===== src/hw/rtl/hbnd_pkg.sv =====
// ============================================================================
// hbnd_pkg - shared types and helpers for the hires byte to dot colour block
// Holds the queue item layout, the half-dot counts and the colour lookup.
// ============================================================================
package hbnd_pkg;

    // Half-dots produced by one screen byte
    localparam int unsigned DOTS_PER_BYTE = 14;
    // Half-dots held back so that the four-dot window is known
    localparam int unsigned PEND_DOTS     = 3;
    // Widest half-dot run carried by one item (held-back dots plus one byte)
    localparam int unsigned RUN_W         = PEND_DOTS + DOTS_PER_BYTE;
    // Back-end window: the run padded with zero dots past the line end
    localparam int unsigned WIN_W         = RUN_W + PEND_DOTS;
    localparam int unsigned CNT_W         = 5;

    // Dots sent per byte: first byte of a line, middle byte, closing byte
    localparam logic [CNT_W-1:0] CNT_FIRST = CNT_W'(DOTS_PER_BYTE - PEND_DOTS);
    localparam logic [CNT_W-1:0] CNT_MID   = CNT_W'(DOTS_PER_BYTE);
    localparam logic [CNT_W-1:0] CNT_CLOSE = CNT_W'(RUN_W);

    // Display modes
    localparam logic MODE_MONO = 1'b0;
    localparam logic MODE_NTSC = 1'b1;

    localparam logic [3:0] COLOUR_BLACK = 4'd0;
    localparam logic [3:0] COLOUR_WHITE = 4'd15;

    // One classified byte, as queued between front and back
    typedef struct packed {
        logic [RUN_W-1:0] dots;    // half-dots, bit 0 the oldest
        logic [CNT_W-1:0] count;   // dots to send for this byte
        logic [1:0]       phase;   // line position of the first dot, mod 4
        logic             close;   // this byte ends the line
    } t_item;

    // Colour of one dot from its four-dot window (bit 0 is the dot itself)
    function automatic logic [3:0] colour_of(input logic mode, input logic [3:0] win,
                                             input logic [1:0] phase);
        logic [3:0] v;
        logic [3:0] c;
        v = {win[0], win[1], win[2], win[3]};
        unique case (phase)
            2'd0: c = v;
            2'd1: c = {v[0], v[3:1]};
            2'd2: c = {v[1:0], v[3:2]};
            2'd3: c = {v[2:0], v[3]};
            default: c = v;
        endcase
        if (mode == MODE_NTSC) begin
            colour_of = c;
        end else begin
            colour_of = win[0] ? COLOUR_WHITE : COLOUR_BLACK;
        end
    endfunction

endpackage


===== src/hw/rtl/hires_byte_to_ntsc_dot_color.sv =====
// ============================================================================
// hires_byte_to_ntsc_dot_color - hires byte to artifact colour dot stream
// Top level: configuration register, intake, queue and dot sequencer.
// ============================================================================
// Each accepted screen byte becomes 14 half-dot results on average: 11 for
// the first byte of a line, 14 for a middle byte and 17 for the byte that
// closes a line (14 when a line is a single byte). The dot sequencer sends
// one result per clock unless the output stalls; the intake takes a new byte
// whenever the two-item queue has room. Results trail the input by three
// half-dots so the four-dot colour window is known; the rest of a line goes
// out on its final byte. The display mode register is sampled as each dot is
// sent. The user must write it only while idle; the block does not check.
module hires_byte_to_ntsc_dot_color #(
    parameter int unsigned BYTES_PER_LINE = 40
) (
    input  logic       i_clk,
    input  logic       i_rst_n,
    input  logic       i_cfg_valid,
    output logic       o_cfg_ready,
    input  logic       i_cfg_data,
    input  logic       i_in_valid,
    output logic       o_in_stall,
    input  logic [7:0] i_screen_byte,
    input  logic       i_line_end,
    output logic       o_out_valid,
    input  logic       i_out_stall,
    output logic [3:0] o_dot_color,
    output logic       o_last_dot
);
    import hbnd_pkg::*;

    logic  r_display_mode;
    logic  in_accept;
    t_item front_item;
    logic  q_full;
    logic  q_valid;
    t_item q_item;
    logic  q_pop;

    assign o_cfg_ready = 1'b1;
    assign o_in_stall  = q_full;
    assign in_accept   = i_in_valid && !q_full;

    // Hold the display mode
    always_ff @(posedge i_clk) begin
        if (!i_rst_n) begin
            r_display_mode <= MODE_NTSC;
        end else if (i_cfg_valid && o_cfg_ready) begin
            r_display_mode <= i_cfg_data;
        end
    end

    hbnd_front #(
        .BYTES_PER_LINE (BYTES_PER_LINE)
    ) u_front (
        .i_clk         (i_clk),
        .i_rst_n       (i_rst_n),
        .i_accept      (in_accept),
        .i_screen_byte (i_screen_byte),
        .i_line_end    (i_line_end),
        .o_item        (front_item)
    );

    hbnd_queue u_queue (
        .i_clk   (i_clk),
        .i_rst_n (i_rst_n),
        .i_push  (in_accept),
        .i_item  (front_item),
        .i_pop   (q_pop),
        .o_full  (q_full),
        .o_valid (q_valid),
        .o_item  (q_item)
    );

    hbnd_back u_back (
        .i_clk       (i_clk),
        .i_rst_n     (i_rst_n),
        .i_mode      (r_display_mode),
        .i_q_valid   (q_valid),
        .i_q_item    (q_item),
        .o_q_pop     (q_pop),
        .o_out_valid (o_out_valid),
        .i_out_stall (i_out_stall),
        .o_dot_color (o_dot_color),
        .o_last_dot  (o_last_dot)
    );

endmodule


===== src/hw/rtl/hbnd_front.sv =====
// ============================================================================
// hbnd_front - byte intake and classification
// Expands each accepted byte to half-dots, joins the held-back dots and
// tracks line position, then hands one item to the queue.
// ============================================================================
module hbnd_front #(
    parameter int unsigned BYTES_PER_LINE = 40
) (
    input  logic             i_clk,
    input  logic             i_rst_n,
    input  logic             i_accept,
    input  logic [7:0]       i_screen_byte,
    input  logic             i_line_end,
    output hbnd_pkg::t_item  o_item
);
    import hbnd_pkg::*;

    localparam int unsigned BC_W = (BYTES_PER_LINE > 1) ? $clog2(BYTES_PER_LINE) : 1;
    localparam logic [BC_W-1:0] LAST_BYTE = BC_W'(BYTES_PER_LINE - 1);

    logic [BC_W-1:0]      r_byte_cnt;
    logic                 r_mid;       // held-back dots present
    logic [PEND_DOTS-1:0] r_pend;
    logic [1:0]           r_phase;
    logic                 r_prev_six;

    logic [DOTS_PER_BYTE-1:0] new_dots;
    logic                     close;
    logic [CNT_W-1:0]         count;

    // Spread the byte over fourteen half-dots, shifted by one when bit 7 is set
    always_comb begin
        for (int i = 0; i < 6; i++) begin
            new_dots[2*i]   = i_screen_byte[i];
            new_dots[2*i+1] = i_screen_byte[i];
        end
        new_dots[12] = i_screen_byte[6];
        new_dots[13] = i_screen_byte[6];
        if (i_screen_byte[7]) begin
            new_dots = {new_dots[DOTS_PER_BYTE-2:0], r_prev_six};
        end
    end

    // Close the line on its flag or on the final byte slot
    assign close = i_line_end || (r_byte_cnt == LAST_BYTE);

    always_comb begin
        priority case (1'b1)
            r_mid && close:  count = CNT_CLOSE;
            r_mid || close:  count = CNT_MID;
            default:         count = CNT_FIRST;
        endcase
    end

    // Build the queue item
    always_comb begin
        o_item.dots  = r_mid ? {new_dots, r_pend} : {{PEND_DOTS{1'b0}}, new_dots};
        o_item.count = count;
        o_item.phase = r_phase;
        o_item.close = close;
    end

    // Advance line state
    always_ff @(posedge i_clk) begin
        if (!i_rst_n) begin
            r_byte_cnt <= '0;
            r_mid      <= 1'b0;
            r_pend     <= '0;
            r_phase    <= '0;
            r_prev_six <= 1'b0;
        end else if (i_accept) begin
            if (close) begin
                r_byte_cnt <= '0;
                r_mid      <= 1'b0;
                r_pend     <= '0;
                r_phase    <= '0;
                r_prev_six <= 1'b0;
            end else begin
                r_byte_cnt <= r_byte_cnt + BC_W'(1);
                r_mid      <= 1'b1;
                r_pend     <= new_dots[DOTS_PER_BYTE-1:DOTS_PER_BYTE-PEND_DOTS];
                r_phase    <= r_phase + count[1:0];
                r_prev_six <= i_screen_byte[6];
            end
        end
    end

    // A closed line leaves the front at line start
    a_close_clears: assert property (@(posedge i_clk) disable iff (!i_rst_n)
        i_accept && close |=> r_byte_cnt == '0 && !r_mid && r_phase == 2'd0)
        else $error("line state not cleared after line end");

endmodule


===== src/hw/rtl/hbnd_queue.sv =====
// ============================================================================
// hbnd_queue - two-item queue between front and back
// Lets the intake keep taking bytes while the dot stream drains.
// ============================================================================
module hbnd_queue (
    input  logic             i_clk,
    input  logic             i_rst_n,
    input  logic             i_push,
    input  hbnd_pkg::t_item  i_item,
    input  logic             i_pop,
    output logic             o_full,
    output logic             o_valid,
    output hbnd_pkg::t_item  o_item
);
    import hbnd_pkg::*;

    t_item      r_slot [2];
    logic       r_wr_ptr;
    logic       r_rd_ptr;
    logic [1:0] r_fill;

    assign o_full  = (r_fill == 2'd2);
    assign o_valid = (r_fill != 2'd0);
    assign o_item  = r_slot[r_rd_ptr];

    // Store the pushed item
    always_ff @(posedge i_clk) begin
        if (i_push) begin
            r_slot[r_wr_ptr] <= i_item;
        end
    end

    // Advance pointers and fill level
    always_ff @(posedge i_clk) begin
        if (!i_rst_n) begin
            r_wr_ptr <= 1'b0;
            r_rd_ptr <= 1'b0;
            r_fill   <= '0;
        end else begin
            if (i_push) begin
                r_wr_ptr <= ~r_wr_ptr;
            end
            if (i_pop) begin
                r_rd_ptr <= ~r_rd_ptr;
            end
            r_fill <= r_fill + 2'(i_push) - 2'(i_pop);
        end
    end

    a_no_push_full: assert property (@(posedge i_clk) disable iff (!i_rst_n)
        o_full |-> !i_push)
        else $error("push into full queue");

    a_no_pop_empty: assert property (@(posedge i_clk) disable iff (!i_rst_n)
        !o_valid |-> !i_pop)
        else $error("pop from empty queue");

endmodule


===== src/hw/rtl/hbnd_back.sv =====
// ============================================================================
// hbnd_back - dot sequencer and colour stage
// Walks each queued item one dot a cycle, unless the output stalls, through
// a shifting four-dot window and registers the colour on the output channel.
// ============================================================================
module hbnd_back (
    input  logic             i_clk,
    input  logic             i_rst_n,
    input  logic             i_mode,
    input  logic             i_q_valid,
    input  hbnd_pkg::t_item  i_q_item,
    output logic             o_q_pop,
    output logic             o_out_valid,
    input  logic             i_out_stall,
    output logic [3:0]       o_dot_color,
    output logic             o_last_dot
);
    import hbnd_pkg::*;

    logic             r_busy;
    logic [WIN_W-1:0] r_win;
    logic [CNT_W-1:0] r_left;
    logic [1:0]       r_phase;
    logic             r_close;
    logic             r_out_valid;
    logic [3:0]       r_color;
    logic             r_last;

    logic out_load;
    logic emit;
    logic finishing;

    assign out_load  = !r_out_valid || !i_out_stall;
    assign emit      = r_busy && out_load;
    assign finishing = emit && (r_left == CNT_W'(1));
    assign o_q_pop   = i_q_valid && (!r_busy || finishing);

    assign o_out_valid = r_out_valid;
    assign o_dot_color = r_color;
    assign o_last_dot  = r_last;

    // Sequencer and output valid
    always_ff @(posedge i_clk) begin
        if (!i_rst_n) begin
            r_busy      <= 1'b0;
            r_left      <= '0;
            r_out_valid <= 1'b0;
        end else begin
            if (out_load) begin
                r_out_valid <= emit;
            end
            if (o_q_pop) begin
                r_busy <= 1'b1;
                r_left <= i_q_item.count;
            end else if (finishing) begin
                r_busy <= 1'b0;
                r_left <= '0;
            end else if (emit) begin
                r_left <= r_left - CNT_W'(1);
            end
        end
    end

    // Window, phase and output payload
    always_ff @(posedge i_clk) begin
        if (emit) begin
            r_color <= colour_of(i_mode, r_win[3:0], r_phase);
            r_last  <= r_close && (r_left == CNT_W'(1));
        end
        if (o_q_pop) begin
            r_win   <= {{PEND_DOTS{1'b0}}, i_q_item.dots};
            r_phase <= i_q_item.phase;
            r_close <= i_q_item.close;
        end else if (emit) begin
            r_win   <= r_win >> 1;
            r_phase <= r_phase + 2'd1;
        end
    end

    a_busy_has_work: assert property (@(posedge i_clk) disable iff (!i_rst_n)
        r_busy |-> r_left != '0)
        else $error("sequencer busy with no dots left");

endmodule


===== config.mk =====
export PLATFORM = sky130hd
export DESIGN_NAME = hires_byte_to_ntsc_dot_color
export DESIGN_NICKNAME = d
export VERILOG_FILES = /design/src/hw/rtl/hbnd_pkg.sv /design/src/hw/rtl/hires_byte_to_ntsc_dot_color.sv /design/src/hw/rtl/hbnd_front.sv /design/src/hw/rtl/hbnd_queue.sv /design/src/hw/rtl/hbnd_back.sv
export SDC_FILE = /design/constraint.sdc
export NUM_CORES = 1
export LEC_CHECK = 0
export ABC_CLOCK_PERIOD_IN_PS = 5200
export BUFFER_PORTS_ARGS = -buffer_cell sky130_fd_sc_hd__clkbuf_2
export CAP_MARGIN = 20
export CORE_ASPECT_RATIO = 1.2
export CORE_MARGIN = 5
export CORE_UTILIZATION = 55
export DETAILED_ROUTE_END_ITERATION = 8
export PLACE_DENSITY = 0.73
export SLEW_MARGIN = 20
export SYNTH_ARGS = -nofsm -noshare
export SYNTH_HDL_FRONTEND = slang
export SYNTH_SLANG_ARGS = --single-unit
export TNS_END_PERCENT = 10

===== constraint.sdc =====
create_clock -name i_clk -period 5.2 [get_ports i_clk]
set_input_delay 0.52 -clock i_clk [delete_from_list [all_inputs] [get_ports i_clk]]
set_output_delay 0.52 -clock i_clk [all_outputs]
set_load 0.02 [all_outputs]

==> results.json <==
{
  "power_switching_uw": 499.6,
  "switching_share_pct": 27.18,
  "synthCells": 358,
  "syn_to_final_growth_pct": 8.044,
  "drive_gt1_share_pct": 17.63,
  "core_area_um2": 8018,
  "drc_errors": 0,
  "initial_core_util_pct": 55.68,
  "ys_ff_latch": 98,
  "fp.dieH_um": 108.7,
  "worstSetupEndpointType": "flop",
  "drt-total-wl_mm": 7.049,
  "synth_most_common_cell": "edfxtp_1",
  "fin_nets": 400,
  "fin_crit_sh_pct": 48.41,
  "postCtsSetupRepairBufs": 0,
  "cts.path.max_buffers": 2,
  "max_freq_mhz": 397.3,
  "cts_root_buffer": "clkbuf_8",
  "setup_tns_ns": 0,
  "vias": 2631,
  "ys.warnings.count": 0,
  "clock-sinks": 98,
  "grt_pass1_wl_mm": 11.60,
  "grt_pass1_vias": 2505,
  "synthFlopType": "edfxtp_1",
  "post-dp-hpwl_mm": 4.860,
  "drv_cap": 0,
  "first_iter_violations": 183,
  "combinationalPowerShare_pct": 18.4,
  "drt-pass1-iter-count": 4,
  "dpl-instance-area_um2": 4596,
  "synthArstFlopShare_pct": 0,
  "cts_buffers": 9,
  "syn-cell-area_um2": 4464,
  "routabilityCongestion": 0.8268,
  "design.die.area_um2": 10030,
  "relSlewSlack_pct": 29.45,
  "dpl_worst_slack_ns": 2.720,
  "synth_edf_count": 73,
  "crit_fanout": 8,
  "ys_top_cells_by_area": "edfxtp_1 49%, dfxtp_1 11%, mux2i_1 8.3%",
  "synth_cell_type_count": 53,
  "ant_nets": 0,
  "power_leakage_nw": 1.774,
  "via_per_inst": 5.539,
  "die_w_um": 92.25,
  "synth_commonest_cells": "73 x edfxtp_1, 37 x mux2i_1, 32 x nor2_1",
  "yosysSeqAreaShare_pct": 60.31,
  "io_buffer_count": 21,
  "outcome": "complete, no violations",
  "ir_drop_mv": 0.1954,
  "finalCriticalPeriod_ns": 2.517,
  "internal_power_mw": 1.338,
  "grt_antenna_before_repair": 0,
  "p_per_area_nw_per_um2": 381.1,
  "postLayoutCellArea_um2": 4823,
  "hold_path.class": "in -> reg",
  "cp.arrival_ns": 2.77,
  "synth.top_cell.area_share_pct": 49.10,
  "drv_slew": 0,
  "grt_max_degree": 42,
  "antenna_cells_inserted": 0,
  "setup_ws_ns": 2.683,
  "grt_setup_unrepaired": "false",
  "cts_tree": "done",
  "clk_pin_slew_ns": 0.09,
  "start_kind": "flop",
  "p_seq_share_pct": 54.9,
  "cts_hold_buf": 0,
  "avgSynthCellArea_um2": 12.47,
  "fp-row-count": 36,
  "clock_skew_ns": 0.007058,
  "setup_viol": 0,
  "utilization_pct": 60.16,
  "critPathRequiredTime_ns": 5.45,
  "syn-num-nets": 383,
  "hold_viol_final": 0,
  "post_cts_resized": 0,
  "yosysTopAreaCell": "edfxtp_1",
  "pwr-share-clk_pct": 26.7,
  "grt.overflow.total": 0,
  "routedWlPerCell_um": 14.84,
  "h-tree-depth": 3,
  "worst_skew_pair.late_latency_ns": 0.36,
  "grt.total_usage_pct": 15.03,
  "path_class": "reg -> reg",
  "ios": 23,
  "worst_pin_slew_ns": 1.058
}
==> placed cells by master, fill, tap and decap left out, drive strengths merged, types with 3 or more instances in the layout <==
| master | Yosys | final |
|---|---|---|
| ha | 10 | 10 |
| inv | 17 | 19 |
| xor2 | 6 | 6 |
| buf | 8 | 3 |
| o21ai | 13 | 13 |
| edfxtp | 73 | 73 |
| o31a | 3 | 3 |
| a21boi | 8 | 8 |
| mux2i | 37 | 37 |
| and2 | 10 | 10 |
| clkinv | 1 | 4 |
| clkbuf | 10 | 31 |
| nor2b | 4 | 4 |
| a21oi | 28 | 28 |
| nor2 | 34 | 34 |
| mux2 | 7 | 7 |
| and3 | 4 | 4 |
| nand2 | 19 | 19 |
| nand3 | 9 | 9 |
| dfxtp | 25 | 25 |
==> power groups by stage <==
stage	Clock, mW	Sequential (mW)	Combinational, mW
2_1_floorplan	0	1.01	0.276
3_3_place_gp	0	1.02	0.325
3_5_place_dp	0	1.03	0.333
4_1_cts	0.505	1.01	0.334
5_1_grt	0.530	1.02	0.379
6_report	0.490	1.01	0.338
==> routing by layer <==
layer | global-route usage (%) | share of wire [%] | up-vias
met5 | 0 | 0 | -
met4 | 6.794 | 1.7 | 0
met3 | 3.934 | 3.9 | 9
met2 | 23.70 | 47 | 47
met1 | 19.67 | 47 | 1251
li1 | - | - | 1324
==> stage by stage <==
stage / instances / hold WS (ns) / total power [mW]
finish: 475 / 0.3830 / 1.838
global route: 475 / 0.3842 / 1.929
CTS: 474 / 0.3606 / 1.848
detailed placement: 458 / 0.4747 / 1.360
global placement: 458 / 0.4560 / 1.347
floorplan: 358 / 0.4410 / 1.291
==> registers in the layout, summed over array words and instances (netlist names), 2 cells and up, named ones only <==
name,count
u_queue.r_fill,2
u_front.r_byte_cnt,6
u_back.r_win,17
u_front.r_pend,2
u_back.r_phase,2
u_back.o_dot_color,4
u_back.r_left,5
u_queue.r_slot,48
u_front.r_phase,2
==> final cells by class <==
| class | instances | area (um2) |
|---|---|---|
| fill | 644 | 3194 |
| timing repair buffer | 24 | 147.6 |
| tap | 95 | 118.9 |
| sequential | 98 | 2693 |
| clock buffer | 10 | 137.6 |
| inverter | 18 | 67.56 |
| multi-input combinational | 224 | 1597 |
| clock inverter | 6 | 62.56 |
==> worst max-delay path, stage by stage (launching register included) <==
cell,delay (ns)
dfxtp_1,0.35
ha_1,0.22
a41oi_1,0.58
inv_1,0.16
ha_1,0.36
inv_1,0.08
ha_1,0.20
xnor2_1,0.14
nand3_1,0.11
xor2_1,0.16
nor2_1,0.05
==> path summary, 6_finish.rpt <==
kind / slack, ns / cells after the start / from / endpoint
max: 2.68 / 10 / u_front.r_byte_cnt[0] / u_front.r_phase[1]
min: 0.38 / 3 / i_cfg_data / r_display_mode
max reg2reg: 2.68 / 10 / u_front.r_byte_cnt[0] / u_front.r_phase[1]
min reg2reg: 0.48 / 2 / u_front.r_pend[0] / u_front.r_pend[0]
==> cells by family (layout without fill, tap and decap cells) <==
logic type,after synthesis,after routing,share of synthesized area (%)
xor+xnor,8,8,1.570
simple gates,93,93,10.37
flops,98,98,60.31
other cells,1,1,0.08400
buf+inv,36,58,4.148
mux,44,44,10.06
fa+ha+maj,10,10,2.803
compound gates,68,68,10.65
No activity file was read; power rests on OpenSTA's default activity.
